`src/rtl/pplm_pkg.sv`:
```
package pplm_pkg;

  // Output scaling: level_db counts 2^-DB_FRAC_BITS dB steps.
  localparam int DB_FRAC_BITS = 8;

  localparam int SAMPLE_W = 32;
  localparam int LEVEL_W  = 16;
  localparam int CFG_W    = 2;

  // log2 datapath: 5-bit integer part, LOG_FRAC fraction bits.
  localparam int MSB_W    = 5;
  localparam int LOG_FRAC = 24;
  localparam int LOG_W    = MSB_W + LOG_FRAC;

  // 20*log10(2) in Q.28
  localparam int                 OCT_W             = 31;
  localparam logic [OCT_W-1:0]   DB_PER_OCTAVE_Q28 = 31'd1616142483;
  localparam int                 PROD_W            = LOG_W + OCT_W;
  localparam int                 DB_SHIFT          = 52 - DB_FRAC_BITS;

  // Full-scale reference: log2(2^31)
  localparam logic [LOG_W-1:0] LOG_REF = {5'd31, {LOG_FRAC{1'b0}}};

  localparam logic [SAMPLE_W-1:0] FULL_SCALE_SAT = '1;
  // 1e-6 of full scale in Q1.31
  localparam logic [SAMPLE_W-1:0] SILENT_LIMIT   = 32'd2147;

  localparam logic signed [31:0] SILENT_LEVEL_FULL = -32'sd120 * (32'sd1 <<< DB_FRAC_BITS);
  localparam logic [LEVEL_W-1:0] SILENT_LEVEL      = SILENT_LEVEL_FULL[LEVEL_W-1:0];

  typedef enum logic [CFG_W-1:0] {
    FMT_FLOAT32 = 2'd0,
    FMT_INT16   = 2'd1,
    FMT_INT32   = 2'd2,
    FMT_UINT8   = 2'd3
  } fmt_e;

  localparam fmt_e FMT_RESET = FMT_INT16;

  // Buffer-end job leaving the peak tracker
  typedef struct packed {
    logic                valid;
    logic                silent;
    logic [SAMPLE_W-1:0] peak;
  } job_t;

  // log2 result leaving the log pipeline
  typedef struct packed {
    logic             valid;
    logic             silent;
    logic [LOG_W-1:0] log2;
  } log_t;

  // Payload of one squaring stage
  typedef struct packed {
    logic                silent;
    logic [MSB_W-1:0]    msb;
    logic [LOG_FRAC-1:0] frac;
    logic [SAMPLE_W-1:0] x;
  } sq_t;

endpackage

```
`src/rtl/pplm_db.sv`:
```
module pplm_db (
  input  logic                         clk_i,
  input  logic                         rst_ni,
  input  pplm_pkg::log_t               log_i,
  input  logic                         m_ready_i,
  output logic                         m_valid_o,
  output logic [pplm_pkg::LEVEL_W-1:0] m_level_o,
  output logic                         m_silent_o,
  output logic                         adv_o
);
  import pplm_pkg::*;

  logic             d_valid_q;
  logic             d_silent_q;
  logic             d_neg_q;
  logic [LOG_W-1:0] d_q;
  logic             neg_d;
  logic [LOG_W-1:0] dist_d;

  logic              p_valid_q;
  logic              p_silent_q;
  logic              p_neg_q;
  logic [PROD_W-1:0] p_q;
  logic [PROD_W-1:0] prod_d;

  logic [PROD_W:0]    rsum;
  logic [PROD_W:0]    rsh;
  logic [LEVEL_W-1:0] rmag;
  logic [LEVEL_W-1:0] level_d;

  logic               out_valid_q;
  logic [LEVEL_W-1:0] out_level_q;
  logic               out_silent_q;
  logic               out_load;

  // Whole pipeline holds only when a finished level cannot enter the output register.
  assign adv_o    = !(p_valid_q && out_valid_q && !m_ready_i);
  assign out_load = !out_valid_q || m_ready_i;

  assign neg_d  = log_i.log2 < LOG_REF;
  assign dist_d = neg_d ? (LOG_REF - log_i.log2) : (log_i.log2 - LOG_REF);

  always_ff @(posedge clk_i or negedge rst_ni) begin
    if (!rst_ni) begin
      d_valid_q <= 1'b0;
      p_valid_q <= 1'b0;
    end else if (adv_o) begin
      d_valid_q <= log_i.valid;
      p_valid_q <= d_valid_q;
    end
  end

  assign prod_d = {{OCT_W{1'b0}}, d_q} * {{LOG_W{1'b0}}, DB_PER_OCTAVE_Q28};

  always_ff @(posedge clk_i) begin
    if (adv_o) begin
      d_silent_q <= log_i.silent;
      d_neg_q    <= neg_d;
      d_q        <= dist_d;
      p_silent_q <= d_silent_q;
      p_neg_q    <= d_neg_q;
      p_q        <= prod_d;
    end
  end

  // Round half away from zero: round the magnitude, then apply the sign.
  always_comb begin
    rsum = {1'b0, p_q} + ((PROD_W+1)'(1) << (DB_SHIFT - 1));
    rsh  = rsum >> DB_SHIFT;
    rmag = rsh[LEVEL_W-1:0];
    if (p_silent_q) begin
      level_d = SILENT_LEVEL;
    end else if (p_neg_q) begin
      level_d = LEVEL_W'(0) - rmag;
    end else begin
      level_d = rmag;
    end
  end

  always_ff @(posedge clk_i or negedge rst_ni) begin
    if (!rst_ni) begin
      out_valid_q <= 1'b0;
    end else if (out_load) begin
      out_valid_q <= p_valid_q;
    end
  end

  always_ff @(posedge clk_i) begin
    if (out_load && p_valid_q) begin
      out_level_q  <= level_d;
      out_silent_q <= p_silent_q;
    end
  end

  assign m_valid_o  = out_valid_q;
  assign m_level_o  = out_level_q;
  assign m_silent_o = out_silent_q;

endmodule

```
`config.mk`:
```
export PLATFORM = sky130hd
export DESIGN_NAME = pplm_db
export DESIGN_NICKNAME = d
export VERILOG_FILES = /design/src/rtl/pplm_pkg.sv /design/src/rtl/pplm_db.sv
export SDC_FILE = /design/constraint.sdc
export NUM_CORES = 1
export LEC_CHECK = 0
export BUFFER_PORTS_ARGS = -buffer_cell sky130_fd_sc_hd__buf_2
export CAP_MARGIN = 20
export CORE_ASPECT_RATIO = 0.5
export CORE_MARGIN = 2
export CORE_UTILIZATION = 40
export DETAILED_ROUTE_END_ITERATION = 8
export PLACE_DENSITY = 0.61
export SYNTH_ARGS = -nofsm -noshare
export SYNTH_HDL_FRONTEND = slang
export SYNTH_SLANG_ARGS = --single-unit
```
`constraint.sdc`:
```
create_clock -name clk_i -period 6.4 [get_ports clk_i]
set_clock_uncertainty 0.05 [all_clocks]
set_input_delay 0.32 -clock clk_i [delete_from_list [all_inputs] [get_ports clk_i]]
set_output_delay 0.32 -clock clk_i [all_outputs]
set_load 0.02 [all_outputs]
```
==> results_dict.tcl <==
set metrics [dict create \
    synth_sequential_area_ratio_pct 13.4 \
    dieHeight_um 144 \
    yosysWarningCount 0 \
    antenna_cells 0 \
    final_nets 2374 \
    routabilityCongestion 0.942 \
    synth_top_area_share_pct 31.0 \
    crit_start "d_q[27]$_DFFE_PN_" \
    startpoint_type "flop" \
    ys_seq_elements 70 \
    rsz0062_at_grt "true" \
    clockBufferDepth 2 \
    fin_crit_ns 6.50 \
    synth_top_family_by_area "adder cells" \
    antenna_found_initial 1 \
    synth_edf_count 67 \
    die_width_um 283 \
    hold_viol_final 0 \
    antenna_left 0 \
    cp.arrival_ns 6.55 \
    io-pin-count 53 \
    cp.required_ns 6.45 \
    grt_pass1_vias 11700 \
    hp-class "in2reg" \
    post-dp-hpwl_um 36000 \
    netlist_instances 1560 \
    min-delay-start "log_i[29]" \
    root_buffer "clkbuf_16" \
    slew_headroom_pct 49.3 \
    violations "setup timing" \
    die-area_mm2 0.0407 \
    drive_above_1_share_pct 18.2 \
    clk_pin_slew_ns 0.07 \
    grt_first_pass_wirelength_um 64200 \
    via_per_inst 4.88 \
    drv_cap 0 \
    synth_area_mm2 0.0156 \
    crit_fanout 3 \
    worst_slew_pin_slew_ns 0.760 \
    path_class "reg2reg" \
    crit_path_end_kind "flop" \
    synthXorXnorAreaFrac_pct 4.15 \
    synthMuxAreaShare_pct 0.136 \
    synth_nets 2180 \
    yosysTopAreaCell "ha_1" \
    fin_util_pct 47.6 \
    synthFlopType "edfxtp_1" \
    rows 51 \
    drc 0 \
    setup_viol 6 \
    fmax_mhz 154 \
    cts_tree "built" \
    synth_fa_ha_area_share_pct 56.5 \
    vias 11200 \
    initial_core_util_pct 40.4 \
    syn2layout_area_growth_pct 17.9 \
    drt-initial-drc-count 514 \
    cts_htree_levels 3 \
    numClockSinks 70 \
    groute.usage.overall_pct 20.8 \
    timing.final.ws_setup_ns -0.0978 \
    numCtsBuffers 9 \
    grt_max_degree 54 \
    yosysUniqueCellTypes 74 \
    ys_top_cells_by_area "ha_1 31%, fa_1 26%, edfxtp_1 13%" \
    core_area_mm2 0.0387 \
    first_pass_iters 4 \
    io_buffer_count 52 \
    drt_wl_total_um 40500 \
    synth_compound_gate_area_share_pct 8.40 \
    r2r-start "d_q[27]$_DFFE_PN_" \
    synth_common_cells "390 x inv_1, 387 x ha_1, 199 x fa_1" \
    yosysMostFrequentCell "inv_1" \
    synthSimpleGateAreaFrac_pct 7.53 \
    async_reset_ff_share_pct 4.29 \
    worst_skew_pair.late_latency_ns 0.37 \
    grt-ovfl-total 0 \
    slew_violations 0 \
    period_share_pct 102 \
    wl_per_cell_um 17.7 \
    avgSynthCellArea_um2 10.0 \
    status "finished with violations" \
]
==> timing repair <==
item	in CTS	in global routing
endpoints found under the hold margin	3	0
endpoints found under the setup margin	10	17
hold buffers	1	0
buffers inserted	9	1
pin swaps	52	38
resized for setup	37	46
==> kinds of logic after synthesis <==
logic type,Yosys count
AO/OA/AOI/OAI,195
multiplexers,2
adder cells (fa/ha/maj),586
flip-flops,70
AND/OR/NAND/NOR,225
XOR/XNOR,74
buffers and inverters,408
==> worst max-delay path, stage by stage (launching register included) <==
cell,delay (ns)
edfxtp_1,0.43
inv_2,0.09
ha_4,0.19
inv_2,0.06
fa_2,0.45
fa_2,0.55
inv_2,0.04
fa_2,0.51
inv_1,0.05
fa_2,0.42
fa_2,0.54
inv_2,0.04
fa_2,0.33
inv_2,0.06
fa_2,0.45
ha_4,0.29
nand4_1,0.20
nor2_4,0.17
nand3_2,0.11
a2111oi_4,0.35
a211oi_4,0.09
buf_4,0.15
o31a_1,0.31
nor3_1,0.20
nor3_1,0.09
==> per-layer routing <==
metal	up-vias	GRT usage (%)	wire length, um
li1	5543	-	-
met1	5353	30.0	20400
met2	231	31.1	16900
met3	47	5.49	2650
met4	0	4.51	678
met5	-	0	0
==> through the flow <==
step / instance area, um2 / TNS [ns] / instances / worst slack (ns) / hold WS, ns
after floorplan: 15700 / 0 / 1560 / 0.0144 / -0.0256
after global placement: 17600 / -0.596 / 2264 / -0.158 / 0.0666
after detailed placement: 17600 / -0.929 / 2264 / -0.172 / 0.0668
after CTS: 18200 / -0.467 / 2290 / -0.134 / 0.0856
after global routing: 18400 / -2.15 / 2289 / -0.302 / 0.0849
final: 18400 / -0.334 / 2289 / -0.0978 / 0.106
==> final cells by class <==
| type | instances | area, um2 |
|---|---|---|
| Sequential cell | 70 | 2090 |
| Fill cell | 3571 | 20300 |
| Multi-Input combinational cell | 1082 | 12500 |
| Clock buffer | 9 | 225 |
| Tap cell | 530 | 663 |
| Inverter | 390 | 1460 |
| Timing Repair Buffer | 201 | 1400 |
| Clock inverter | 7 | 80.1 |
==> cell usage in the layout, fill, tap and decap left out, types with 13 or more instances in the layout <==
master and n:
inv_1 379, nand4_1 14, a21oi_1 51, buf_4 143, a21o_1 27, nand3_1 25
nor2_1 45, fa_2 14, fa_1 185, buf_2 52, xor2_1 20, xnor2_1 54
o21ai_0 30, edfxtp_1 67, nor3_1 13, nand2_1 52, ha_4 19, ha_1 364
==> sequential cells by signal (all words and copies together), names as in the netlist <==
name / count
d_q: 29
p_q: 17
m_level_o: 16
d_neg_q: 1
d_silent_q: 1
d_valid_q: 1
m_silent_o: 1
m_valid_o: 1
p_neg_q: 1
p_silent_q: 1
p_valid_q: 1
==> path summary, 6_finish.rpt <==
path / slack (ns) / depth (start not counted) / end
min reg2reg: 0.37 / 0 / p_silent_q$_DFFE_PN_
max reg2reg: -0.1 / 24 / p_q[55]$_DFFE_PN_
min: 0.11 / 1 / d_silent_q$_DFFE_PN_
max: -0.1 / 24 / p_q[55]$_DFFE_PN_
max in group asynchronous: 5.97 / 2 / p_valid_q$_DFFE_PN0N_
min in group asynchronous: 0.23 / 2 / d_valid_q$_DFFE_PN0N_
Power is left out: the tool's default activity adds up to more than one toggle a clock period on the data nets, which glitch-free logic cannot reach.
