$ cat src/rtl/pplm_pkg.sv
package pplm_pkg;

  // Output scaling: level_db counts 2^-DB_FRAC_BITS dB steps.
  localparam int DB_FRAC_BITS = 8;

  localparam int SAMPLE_W = 32;
  localparam int LEVEL_W  = 16;
  localparam int CFG_W    = 2;

  // log2 datapath: 5-bit integer part, LOG_FRAC fraction bits.
  localparam int MSB_W    = 5;
  localparam int LOG_FRAC = 24;
  localparam int LOG_W    = MSB_W + LOG_FRAC;

  // 20*log10(2) in Q.28
  localparam int                 OCT_W             = 31;
  localparam logic [OCT_W-1:0]   DB_PER_OCTAVE_Q28 = 31'd1616142483;
  localparam int                 PROD_W            = LOG_W + OCT_W;
  localparam int                 DB_SHIFT          = 52 - DB_FRAC_BITS;

  // Full-scale reference: log2(2^31)
  localparam logic [LOG_W-1:0] LOG_REF = {5'd31, {LOG_FRAC{1'b0}}};

  localparam logic [SAMPLE_W-1:0] FULL_SCALE_SAT = '1;
  // 1e-6 of full scale in Q1.31
  localparam logic [SAMPLE_W-1:0] SILENT_LIMIT   = 32'd2147;

  localparam logic signed [31:0] SILENT_LEVEL_FULL = -32'sd120 * (32'sd1 <<< DB_FRAC_BITS);
  localparam logic [LEVEL_W-1:0] SILENT_LEVEL      = SILENT_LEVEL_FULL[LEVEL_W-1:0];

  typedef enum logic [CFG_W-1:0] {
    FMT_FLOAT32 = 2'd0,
    FMT_INT16   = 2'd1,
    FMT_INT32   = 2'd2,
    FMT_UINT8   = 2'd3
  } fmt_e;

  localparam fmt_e FMT_RESET = FMT_INT16;

  // Buffer-end job leaving the peak tracker
  typedef struct packed {
    logic                valid;
    logic                silent;
    logic [SAMPLE_W-1:0] peak;
  } job_t;

  // log2 result leaving the log pipeline
  typedef struct packed {
    logic             valid;
    logic             silent;
    logic [LOG_W-1:0] log2;
  } log_t;

  // Payload of one squaring stage
  typedef struct packed {
    logic                silent;
    logic [MSB_W-1:0]    msb;
    logic [LOG_FRAC-1:0] frac;
    logic [SAMPLE_W-1:0] x;
  } sq_t;

endpackage

$ cat src/rtl/pplm_norm.sv
module pplm_norm (
  input  pplm_pkg::fmt_e                fmt_i,
  input  logic [pplm_pkg::SAMPLE_W-1:0] bits_i,
  output logic [pplm_pkg::SAMPLE_W-1:0] mag_o
);
  import pplm_pkg::*;

  logic [7:0]  f_exp;
  logic [23:0] f_man;
  logic [7:0]  up_amt;
  logic [7:0]  dn_amt;
  logic [SAMPLE_W-1:0] f_mag;
  logic [15:0] s16;
  logic [15:0] a16;
  logic [7:0]  u8;
  logic [7:0]  a8;

  // float32 -> floor(|f| * 2^31), saturating at 2.0 / inf / NaN
  always_comb begin
    f_exp  = bits_i[30:23];
    f_man  = {1'b1, bits_i[22:0]};
    up_amt = f_exp - 8'd119;
    dn_amt = 8'd119 - f_exp;
    if (f_exp >= 8'd128) begin
      f_mag = FULL_SCALE_SAT;
    end else if (f_exp == 8'd0) begin
      f_mag = '0;
    end else if (f_exp >= 8'd119) begin
      f_mag = {8'b0, f_man} << up_amt[3:0];
    end else if (dn_amt >= 8'd24) begin
      f_mag = '0;
    end else begin
      f_mag = {8'b0, f_man} >> dn_amt[4:0];
    end
  end

  always_comb begin
    s16 = bits_i[15:0];
    a16 = s16[15] ? (16'd0 - s16) : s16;
    u8  = bits_i[7:0];
    a8  = u8[7] ? (u8 - 8'd128) : (8'd128 - u8);
  end

  always_comb begin
    unique case (fmt_i)
      FMT_FLOAT32: mag_o = f_mag;
      FMT_INT16:   mag_o = {a16, 16'b0};
      FMT_INT32:   mag_o = bits_i[31] ? (32'd0 - bits_i) : bits_i;
      FMT_UINT8:   mag_o = {a8, 24'b0};
      default:     mag_o = '0;
    endcase
  end

endmodule

$ cat src/rtl/pplm_peak.sv
module pplm_peak (
  input  logic                          clk_i,
  input  logic                          rst_ni,
  input  logic                          adv_i,
  input  logic                          s_valid_i,
  input  logic [pplm_pkg::SAMPLE_W-1:0] s_data_i,
  input  logic                          s_last_i,
  input  pplm_pkg::fmt_e                fmt_i,
  output pplm_pkg::job_t                job_o
);
  import pplm_pkg::*;

  logic                in_valid_q;
  logic [SAMPLE_W-1:0] in_data_q;
  logic                in_last_q;
  logic [SAMPLE_W-1:0] mag;
  logic [SAMPLE_W-1:0] peak_q;
  logic [SAMPLE_W-1:0] peak_new;
  logic                job_valid_q;
  logic                job_silent_q;
  logic [SAMPLE_W-1:0] job_peak_q;

  always_ff @(posedge clk_i or negedge rst_ni) begin
    if (!rst_ni) begin
      in_valid_q <= 1'b0;
    end else if (adv_i) begin
      in_valid_q <= s_valid_i;
    end
  end

  always_ff @(posedge clk_i) begin
    if (adv_i && s_valid_i) begin
      in_data_q <= s_data_i;
      in_last_q <= s_last_i;
    end
  end

  pplm_norm u_norm (
    .fmt_i  (fmt_i),
    .bits_i (in_data_q),
    .mag_o  (mag)
  );

  assign peak_new = (mag > peak_q) ? mag : peak_q;

  // The final beat of a buffer is folded in before the peak is handed off.
  always_ff @(posedge clk_i or negedge rst_ni) begin
    if (!rst_ni) begin
      peak_q      <= '0;
      job_valid_q <= 1'b0;
    end else if (adv_i) begin
      job_valid_q <= in_valid_q && in_last_q;
      if (in_valid_q) begin
        peak_q <= in_last_q ? '0 : peak_new;
      end
    end
  end

  always_ff @(posedge clk_i) begin
    if (adv_i && in_valid_q && in_last_q) begin
      job_peak_q   <= peak_new;
      job_silent_q <= (peak_new <= SILENT_LIMIT);
    end
  end

  assign job_o.valid  = job_valid_q;
  assign job_o.silent = job_silent_q;
  assign job_o.peak   = job_peak_q;

endmodule

$ cat config.mk
export PLATFORM = sky130hd
export DESIGN_NAME = pplm_peak
export DESIGN_NICKNAME = d
export VERILOG_FILES = /design/src/rtl/pplm_pkg.sv /design/src/rtl/pplm_norm.sv /design/src/rtl/pplm_peak.sv
export SDC_FILE = /design/constraint.sdc
export NUM_CORES = 1
export LEC_CHECK = 0
export ABC_AREA = 0
export BUFFER_PORTS_ARGS = -buffer_cell sky130_fd_sc_hd__buf_2
export CELL_PAD_IN_SITES_DETAIL_PLACEMENT = 2
export CELL_PAD_IN_SITES_GLOBAL_PLACEMENT = 2
export CORE_ASPECT_RATIO = 1.25
export CORE_MARGIN = 3
export CORE_UTILIZATION = 35
export CTS_CLUSTER_DIAMETER = 200
export DETAILED_ROUTE_END_ITERATION = 10
export PLACE_DENSITY_LB_ADDON = 0.1
export RECOVER_POWER = 25
export SLEW_MARGIN = 20
export SYNTH_ARGS = -nofsm -noshare
export SYNTH_HDL_FRONTEND = slang
export SYNTH_SLANG_ARGS = --single-unit
$ cat constraint.sdc
create_clock -name clk_i -period 6 [get_ports clk_i]
set_input_delay 0.6 -clock clk_i [delete_from_list [all_inputs] [get_ports clk_i]]
set_output_delay 0.6 -clock clk_i [all_outputs]
set_load 0.01 [all_outputs]
==> flow_summary_export.csv, run 1 <==
group,metric,value,unit
power_and_ir_drop,swShare,0.4068,
clocking,cts_tree,"done",
place,pre_cts_ws,26.81,ps
detailed_routing,via_per_inst,6.364,
sta,worst_pin_slew,1963,ps
synthesis,synth_ff_type,"edfxtp_1",
critical_path,critical_path_peak_fanout,20,
critical_path,cp.required,6180,ps
cells_and_area,nNetsFinal,1183,
place,port_buffers,72,
sta,final_hold_viol_count,0,
sta,skew,11.90,ps
hold_path,hold_path_class,"in -> reg",
synthesis,synth.most_common_cell,"nand2_1",
floorplanning,die_width,152.4,um
sta,report.final.setup_viol,0,
cells_and_area,drive_gt1_frac,0.2629,
grt,globalRouteTotalUtil,0.2973,
job,cap_violations,1,
cells_and_area,final_area,10950,um^2
place,place_congestion,1.022,
power_and_ir_drop,powerDensity,257.4,nW/um^2
synthesis,ys_seq_elements,100,
floorplanning,dieArea,28790,um^2
detailed_routing,vias,9208,
place,postPlaceCellArea,10600,um^2
clocking,path_clk_slew,80,ps
sta,finalCriticalPeriod,5790,ps
power_and_ir_drop,pwr-share-seq,0.333,
cells_and_area,fill_cells,2834,
cells_and_area,n_antenna_cell,0,
synthesis,synth_top_cell_by_area,"edfxtp_1",
clocking,cts.path.max_buffers,2,
clocking,clk_latency,380,ps
floorplanning,start_util,0.3580,
clocking,holdBufCountCts,0,
synthesis,synth_nets,1093,
synthesis,ys_warn_count,0,
power_and_ir_drop,leakagePower,0.004361,uW
synthesis,async_reset_ff_frac,0.3400,
detailed_routing,wl,43420,um
synthesis,synth.distinct_cells,74,
sta,rsz0062_at_grt,"no",
synthesis,synth_edf_count,66,
detailed_routing,ant_nets,0,
clocking,cts_max_level,3,
sta,slew_viol_final,35,
detailed_routing,drt_iter0_drc,573,
power_and_ir_drop,p_clk_frac,0.212,
power_and_ir_drop,power.switching,1146,uW
power_and_ir_drop,ir_drop,156.6,uV
grt,grt_pass1_wl,64740,um
place,dp_hpwl,33200,um
synthesis,synthCells,1012,
clocking,cts-buffers-inserted,9,
sta,min_period_over_period,0.9649,
clocking,clkSinkCount,100,
place,dp.cells,1431,
floorplanning,core,26180,um^2
sta,tns,0,ps
outcome,outcome,"complete, but fails checks",
sta,slew_headroom,-0.3088,
power_and_ir_drop,combPwrFrac,0.455,
synthesis,ys_seq_area_frac,0.3023,
power_and_ir_drop,p_int,1671,uW
sta,worst_slack,210.4,ps
grt,grt_max_degree,63,
synthesis,synth_common_cells,"nand2_1 (80), edfxtp_1 (66), a21oi_1 (62), clkbuf_1 (59), mux2i_1 (59)",
floorplanning,die_h,188.9,um
clocking,cts-root-buf,"clkbuf_16",
cells_and_area,final_cells,1447,
critical_path,arrival,5970,ps
detailed_routing,wl_per_cell,30.01,um
critical_path,path_class,"reg -> reg",
synthesis,netlist_area,9371,um^2
floorplanning,ios,73,
sta,max_freq,0.1727,GHz
detailed_routing,drc,0,
grt,grt_pass1_vias,9783,
outcome,violations,"capacitance limit, slew limit",
grt,antenna_found_initial,1,
floorplanning,rows,66,
cells_and_area,area_delta_synth_final,16.81,%
critical_path,critPathLaunchType,"flip-flop",
synthesis,synth_area_leaders,"edfxtp_1 (21%), dfrtp_1 (9.1%), mux4_2 (8.4%), mux2i_1 (6.3%), ha_1 (5.6%)",
synthesis,synth_top_area_share,0.2115,
grt,gr-total-overflow,0,
synthesis,avgSynthCellArea,9.260,um^2
detailed_routing,drt_pass1_iterations,5,
critical_path,endpoint_kind,"flip-flop",
==> critical path, stage by stage, from the launching register on <==
cell and delay, ps:
edfxtp_1 560, clkinv_1 260, buf_4 260, xnor2_2 370, buf_12 210, nand2_1 160
a21oi_1 420, a2bb2oi_1 480, ha_1 240, nand4_1 170, nor4_1 340, buf_4 180
and3_1 170, o2bb2ai_1 120, a21oi_4 260, mux2_2 380, or4_1 610, a2111oi_2 390
==> stage by stage <==
| step | util | total power, uW | hold WS, ps |
|---|---|---|---|
| after floorplan | - | 1687 | 304.4 |
| after global placement | 0.4050 | 2167 | 508.3 |
| after detailed placement | 0.4050 | 2199 | 524.3 |
| final | 0.4182 | 2817 | 394.8 |
| after CTS | 0.4163 | 2819 | 342.5 |
| after global routing | 0.4182 | 2964 | 392.8 |
==> sequential cells by signal (all words and copies together) (netlist names) <==
register and flops:
in_data_q 32, in_last_q 1, in_valid_q 1, job_peak_q 32, job_silent_q 1, job_valid_q 1
peak_q 32
==> per-layer routing <==
metal / global-route usage / up-vias / routed length (um)
li1: - / 4022 / -
met1: 0.3627 / 4719 / 17480
met4: 0.1636 / 2 / 2672
met2: 0.5056 / 349 / 21040
met3: 0.04321 / 116 / 2216
met5: 0 / - / 13
==> worst paths after layout <==
check,cells past startpoint,slack (ps),endpoint,from
min,1,390,in_data_q[5]$_DFFE_PP_,s_data_i[5]
max in group asynchronous,1,4100,peak_q[24]$_DFFE_PN0P_,rst_ni
max,17,210,job_silent_q$_DFFE_PP_,in_data_q[26]$_DFFE_PP_
min in group asynchronous,1,770,peak_q[9]$_DFFE_PN0P_,rst_ni
max reg2reg,17,210,job_silent_q$_DFFE_PP_,in_data_q[26]$_DFFE_PP_
min reg2reg,2,530,job_valid_q$_DFFE_PN0P_,job_valid_q$_DFFE_PN0P_
==> power by group through the flow <==
stage               combinational [uW]  clock [uW]  sequential (uW)
floorplan                          781           0              906
global placement                  1220           0              948
detailed placement                1250           0              951
CTS                               1270         613              937
global route                      1380         630              950
finish                            1280         596              939
==> layout by cell type, fill, tap and decap left out, types with 12 or more instances in the layout <==
| cell | n |
|---|---|
| nor3_1 | 12 |
| nor4_1 | 14 |
| edfxtp_1 | 66 |
| o21ai_0 | 52 |
| o211ai_1 | 13 |
| mux4_2 | 35 |
| nor2_1 | 48 |
| a21oi_1 | 61 |
| xnor2_1 | 20 |
| buf_4 | 98 |
| buf_2 | 69 |
| xor2_1 | 14 |
| ha_1 | 41 |
| nand4_1 | 18 |
| nand2_1 | 80 |
| inv_1 | 54 |
| nand3_1 | 23 |
| mux2i_1 | 59 |
| a22o_1 | 28 |
| mux2_2 | 41 |
| dfrtp_1 | 34 |
==> area by class of cell <==
cell class,count,area [um^2],area share
inverters,58,220.2,0.02012
repair buffers,173,1152,0.1053
flip-flops and latches,100,2833,0.2588
multi-input cells,760,6021,0.5500
clock buffers,9,225.2,0.02057
clock inverters,7,70.07,0.006401
well taps,340,425.4,0.03886
==> what timing repair did <==
action                                  in CTS  in global routing
hold endpoints to repair                     0                  0
resized for setup                            0                 13
endpoints found under the setup margin       0                  1
buffers inserted                             0                  0
==> cells by family (layout without fill, tap and decap cells) <==
group	Yosys count	in the layout	share of synthesized area
adder cells (fa/ha/maj)	42	42	0.05607
buffers and inverters	152	247	0.06382
AND/OR/NAND/NOR	272	272	0.1465
AO/OA/AOI/OAI	276	276	0.2015
flip-flops	100	100	0.3023
multiplexers	135	135	0.1964
XOR/XNOR	35	35	0.03351
(Power assumes the default switching activity.)
==> run 2, diff against run 1 <==
--- a/config.mk
+++ b/config.mk
@@ -7,11 +7,11 @@
 export LEC_CHECK = 0
 export ABC_AREA = 0
 export BUFFER_PORTS_ARGS = -buffer_cell sky130_fd_sc_hd__buf_2
-export CELL_PAD_IN_SITES_DETAIL_PLACEMENT = 2
-export CELL_PAD_IN_SITES_GLOBAL_PLACEMENT = 2
+export CELL_PAD_IN_SITES_DETAIL_PLACEMENT = 0
+export CELL_PAD_IN_SITES_GLOBAL_PLACEMENT = 1
 export CORE_ASPECT_RATIO = 1.25
 export CORE_MARGIN = 3
-export CORE_UTILIZATION = 35
+export CORE_UTILIZATION = 43
 export CTS_CLUSTER_DIAMETER = 200
 export DETAILED_ROUTE_END_ITERATION = 10
 export PLACE_DENSITY_LB_ADDON = 0.1
==> flow_summary_export.csv, run 2 (synthesized netlist as in run 1, its figures left out) <==
group,metric,value,unit
grt,grt_use_met1,0.3747,
floorplanning,die_h,171.1,um
cells_and_area,final_cell_mix,"buf_4 (89), nand2_1 (80), buf_2 (70)",
clocking,cts-root-buf,"clkbuf_16",
detailed_routing,via_per_inst,6.611,
detailed_routing,wl,36910,um
power_and_ir_drop,leakagePower,0.004298,uW
critical_path,crit_chain,"inv_1 -> ha_1 -> nor4b_1 -> nand4_1 -> o31ai_1 -> xnor2_1 -> mux2i_1 -> a211oi_1 -> ha_1 -> nand4_1 -> nor4_2 -> and3_1 -> o2bb2ai_1 -> a21oi_4 -> mux2_2 -> or4_1 -> a2111oi_2",
critical_path,worst-path-buf-inv,1,
cells_and_area,multi_input_area,6016,um^2
clocking,cts-buffers-inserted,9,
detailed_routing,drt_iter0_drc,839,
hold_path,hold_path_class,"in -> reg",
place,dp_hpwl,27780,um
critical_path,crit_start,"in_data_q[0]$_DFFE_PP_",
critical_path,critPathLaunchType,"flip-flop",
detailed_routing,drt_pass1_iterations,5,
sta,tns,0,ps
critical_path,path_class,"reg -> reg",
detailed_routing,wl_per_cell,26.94,um
place,port_buffers,72,
critical_path,cp.required,6180,ps
cells_and_area,layout_commonest_cell,"buf_4",
grt,grt_pass1_vias,9042,
sta,slew_viol_final,35,
clocking,postCtsSetupRepairBufs,0,
place,place_congestion,1.042,
grt,grt_util_met3,0.05591,
grt,grt_util_met2,0.5132,
detailed_routing,drc,0,
sta,slew_headroom,-0.3005,
outcome,outcome,"complete, but fails checks",
grt,grt_busiest_layer,"met2",
clocking,path_clk_slew,90,ps
cells_and_area,drive_gt1_frac,0.2573,
power_and_ir_drop,ir_drop,173.5,uV
grt,globalRouteTotalUtil,0.3066,
power_and_ir_drop,finalPower,2724,uW
detailed_routing,ant_nets,0,
critical_path,arrival,5810,ps
sta,max_freq,0.1774,GHz
cells_and_area,area_delta_synth_final,14.86,%
critical_path,crit-reg2reg-launch,"in_data_q[0]$_DFFE_PP_",
sta,skew,9.835,ps
cells_and_area,nNetsFinal,1172,
sta,report.final.setup_viol,0,
clocking,clkSinkCount,100,
sta,final_hold_viol_count,0,
sta,finalCriticalPeriod,5637,ps
sta,worst_pin_slew,1951,ps
sta,rsz0062_at_grt,"no",
detailed_routing,vias,9057,
floorplanning,core,21110,um^2
floorplanning,ios,73,
power_and_ir_drop,powerDensity,253.1,nW/um^2
clocking,cts.path.max_buffers,2,
critical_path,path_delay_family,"simple AND/OR/NAND/NOR gates",
sta,min_period_over_period,0.9395,
grt,grt_pass1_wl,55780,um
cells_and_area,n_antenna_cell,0,
clocking,cts_max_level,3,
floorplanning,rows,59,
critical_path,crit_slowest_cell,"or4_1",
grt,gr-total-overflow,0,
floorplanning,dieArea,23610,um^2
clocking,cts_tree,"done",
critical_path,critical_path_peak_fanout,8,
grt,grt_max_degree,40,
grt,antenna_found_initial,2,
cells_and_area,fill_cells,2014,
cells_and_area,seq_area,2833,um^2
critical_path,endpoint_kind,"flip-flop",
clocking,clk_latency,370,ps
hold_path,hold_path_startpoint,"s_data_i[30]",
cells_and_area,top_regs,"in_data_q x32, job_peak_q x32, peak_q x32",
outcome,violations,"capacitance limit, slew limit",
floorplanning,start_util,0.4439,
job,cap_violations,1,
critical_path,cp_slowest_stage_delay,590,ps
floorplanning,die_width,138.0,um
-- run 2: worst paths after layout --
path / slack (ps) / to / cells past startpoint
min: 400 / in_data_q[30]$_DFFE_PP_ / 1
max reg2reg: 360 / job_silent_q$_DFFE_PP_ / 17
min reg2reg: 530 / peak_q[10]$_DFFE_PN0P_ / 2
min in group asynchronous: 760 / in_valid_q$_DFFE_PN0P_ / 1
max in group asynchronous: 4110 / peak_q[20]$_DFFE_PN0P_ / 1
max: 360 / job_silent_q$_DFFE_PP_ / 17
-- run 2: per-layer routing --
metal	routed length, um	vias to the layer above
met5	24	-
met4	2176	4
met3	2733	118
met2	17500	487
met1	14470	4437
li1	-	4011
-- run 2: power breakdown --
part	total (uW)	switching (uW)	internal, uW
logic	1180	686	496
registers	922	83.4	839
clock network	621	322	299
-- run 2: metrics by stage --
step	utilization	cells	instance area, um^2	setup WS [ps]	hold slack, ps
finish	0.5098	1370	10760	362.9	396.9
global route	0.5098	1370	10760	67.96	389.7
CTS	0.5073	1370	10710	95.84	332.2
detailed placement	0.4928	1354	10410	137.2	522.7
global placement	0.4928	1354	10410	228.2	507.6
floorplan	-	1012	9374	51.23	304.4
-- run 2: layout make-up --
| class | count | area share |
|---|---|---|
| tap | 274 | 0.03185 |
| sequential | 100 | 0.2632 |
| clock inverter | 7 | 0.007439 |
| multi-input combinational | 760 | 0.5589 |
| timing repair buffer | 162 | 0.09717 |
| clock buffer | 9 | 0.02092 |
| inverter | 58 | 0.02057 |
-- run 2: timing repair --
item                                    4_1_cts  5_1_grt
gates resized for setup                       0       12
hold buffers                                  0        0
endpoints found under the setup margin        0       14
==> run 3, diff against run 2 <==
--- a/config.mk
+++ b/config.mk
@@ -11,7 +11,7 @@
 export CELL_PAD_IN_SITES_GLOBAL_PLACEMENT = 1
 export CORE_ASPECT_RATIO = 1.25
 export CORE_MARGIN = 3
-export CORE_UTILIZATION = 43
+export CORE_UTILIZATION = 48
 export CTS_CLUSTER_DIAMETER = 200
 export DETAILED_ROUTE_END_ITERATION = 10
 export PLACE_DENSITY_LB_ADDON = 0.1
==> constraint.sdc (replaced) <==
create_clock -name clk_i -period 5.65 [get_ports clk_i]
set_input_delay 0.565 -clock clk_i [delete_from_list [all_inputs] [get_ports clk_i]]
set_output_delay 0.565 -clock clk_i [all_outputs]
set_load 0.01 [all_outputs]
==> flow_summary_export.csv, run 3 (synthesized netlist as in run 1, its figures left out) <==
group,metric,value,unit
hold_path,hold_path_startpoint,"s_data_i[15]",
outcome,violations,"capacitance limit, slew limit",
floorplanning,ios,73,
power_and_ir_drop,power.switching,1170,uW
place,dp.cells,1346,
clocking,cts_tree,"done",
detailed_routing,wl,36110,um
sta,slew_viol_final,35,
grt,antenna_found_initial,1,
floorplanning,start_util,0.4935,
sta,report.final.setup_viol,0,
sta,finalCriticalPeriod,5450,ps
sta,slew_headroom,-0.3036,
sta,min_period_over_period,0.9647,
job,cap_violations,1,
critical_path,crit_start,"in_data_q[24]$_DFFE_PP_",
clocking,clk_latency,370,ps
floorplanning,dieArea,21250,um^2
detailed_routing,ant_nets,0,
sta,skew,13.34,ps
clocking,cts-root-buf,"clkbuf_16",
grt,gr-total-overflow,0,
floorplanning,die_h,162.2,um
critical_path,endpoint_kind,"flip-flop",
sta,max_freq,0.1835,GHz
grt,grt_max_degree,40,
critical_path,arrival,5620,ps
grt,grt_pass1_vias,8820,
cells_and_area,area_delta_synth_final,17.57,%
place,dp_hpwl,26910,um
critical_path,cp.required,5820,ps
sta,hold-worst-slack,364.1,ps
cells_and_area,final_cell_mix,"buf_4 (100), nand2_1 (80), buf_2 (71)",
hold_path,hold_path_class,"in -> reg",
detailed_routing,wl_met1,14170,um
clocking,cts_max_level,3,
critical_path,path_class,"reg -> reg",
cells_and_area,layout_commonest_cell,"buf_4",
detailed_routing,drt_iter0_drc,952,
clocking,cts-buffers-inserted,9,
detailed_routing,wl_met2,17160,um
power_and_ir_drop,combPwrFrac,0.443,
cells_and_area,final_cells,1374,
sta,worst_pin_slew,1955,ps
cells_and_area,n_antenna_cell,0,
detailed_routing,dr.max_layer_used,"met5",
power_and_ir_drop,powerDensity,272.4,nW/um^2
place,place_congestion,1.066,
power_and_ir_drop,finalPower,3001,uW
detailed_routing,vias,9100,
clocking,holdBufCountCts,0,
power_and_ir_drop,swShare,0.3899,
detailed_routing,wl_met3,2515,um
cells_and_area,fill_cells,1733,
power_and_ir_drop,ir_drop,156.3,uV
power_and_ir_drop,leakagePower,0.004434,uW
cells_and_area,top_regs,"in_data_q x32, job_peak_q x32, peak_q x32",
place,port_buffers,72,
critical_path,critPathLaunchType,"flip-flop",
detailed_routing,via_per_inst,6.623,
sta,final_hold_viol_count,0,
detailed_routing,drc,0,
cells_and_area,nNetsFinal,1189,
power_and_ir_drop,p_clk_frac,0.233,
floorplanning,core,18990,um^2
floorplanning,rows,56,
detailed_routing,wl_per_cell,26.28,um
critical_path,critical_path_peak_fanout,19,
grt,globalRouteTotalUtil,0.3379,
outcome,outcome,"complete, but fails checks",
clocking,path_clk_slew,90,ps
critical_path,crit-reg2reg-launch,"in_data_q[24]$_DFFE_PP_",
cells_and_area,drive_gt1_frac,0.2749,
power_and_ir_drop,p_int,1831,uW
power_and_ir_drop,pwr-share-seq,0.323,
critical_path,r2r_setup_slack,200,ps
clocking,cts.path.max_buffers,2,
floorplanning,die_width,131.0,um
clocking,clkSinkCount,100,
detailed_routing,drt_pass1_iterations,5,
grt,grt_pass1_wl,53430,um
[run 3: area by class of cell]
cell class	count	area, um^2	area share
Tap cell	261	326.6	0.02964
Sequential cell	100	2833	0.2571
Clock inverter	7	105.1	0.009539
Clock buffer	9	225.2	0.02044
Multi-Input combinational cell	760	6070	0.5509
Inverter	58	221.5	0.02010
Timing Repair Buffer	179	1237	0.1123
[run 3: timing repair]
item	in CTS	in global routing
setup buffers	0	11
setup endpoints to repair	0	1
resized for setup	0	25
[run 3: routing by layer]
metal | vias to the layer above | track usage
met5 | - | 0
met4 | 2 | 0.1721
met2 | 467 | 0.5446
li1 | 4055 | -
met3 | 117 | 0.05263
met1 | 4459 | 0.4354
[run 3: final timing paths]
check / cells past startpoint / to
min in group asynchronous: 1 / job_valid_q$_DFFE_PN0P_
max in group asynchronous: 1 / peak_q[22]$_DFFE_PN0P_
hold / removal: 1 / in_data_q[15]$_DFFE_PP_
hold reg to reg: 2 / peak_q[1]$_DFFE_PN0P_
setup / recovery: 20 / job_silent_q$_DFFE_PP_
setup reg to reg: 20 / job_silent_q$_DFFE_PP_
[run 3: worst max-delay path, stage by stage (launching register included)]
cell       delay, ps
edfxtp_1         450
ha_1             260
ha_2             430
buf_12           180
inv_2            110
buf_4            200
o21ai_0          320
o211ai_1         150
o311ai_2         140
and3_1           360
ha_1             300
a21oi_1          140
o21ai_0          100
a221o_1          360
o2bb2ai_1        170
a21oi_4          230
buf_4            150
mux2i_1          210
a2111oi_0        100
or4_1            500
a2111oi_2        370
[run 3: stage by stage]
| step | instance area [um^2] | worst slack [ps] | util | setup TNS, ps |
|---|---|---|---|---|
| finish | 11020 | 199.6 | 0.5803 | 0 |
| global route | 11020 | -25.81 | 0.5803 | -25.81 |
| CTS | 10800 | 34.55 | 0.5688 | 0 |
| detailed placement | 10470 | 40.37 | 0.5514 | 0 |
| global placement | 10470 | 112.6 | 0.5511 | 0 |
| floorplan | 9393 | 26.09 | - | 0 |
[run 3: power groups by stage]
| stage | clock network, uW | logic, uW | registers (uW) |
|---|---|---|---|
| 6_report | 700 | 1330 | 971 |
| 5_1_grt | 739 | 1430 | 980 |
| 4_1_cts | 711 | 1270 | 969 |
| 3_5_place_dp | 0 | 1260 | 982 |
| 3_3_place_gp | 0 | 1260 | 981 |
| 2_1_floorplan | 0 | 835 | 962 |
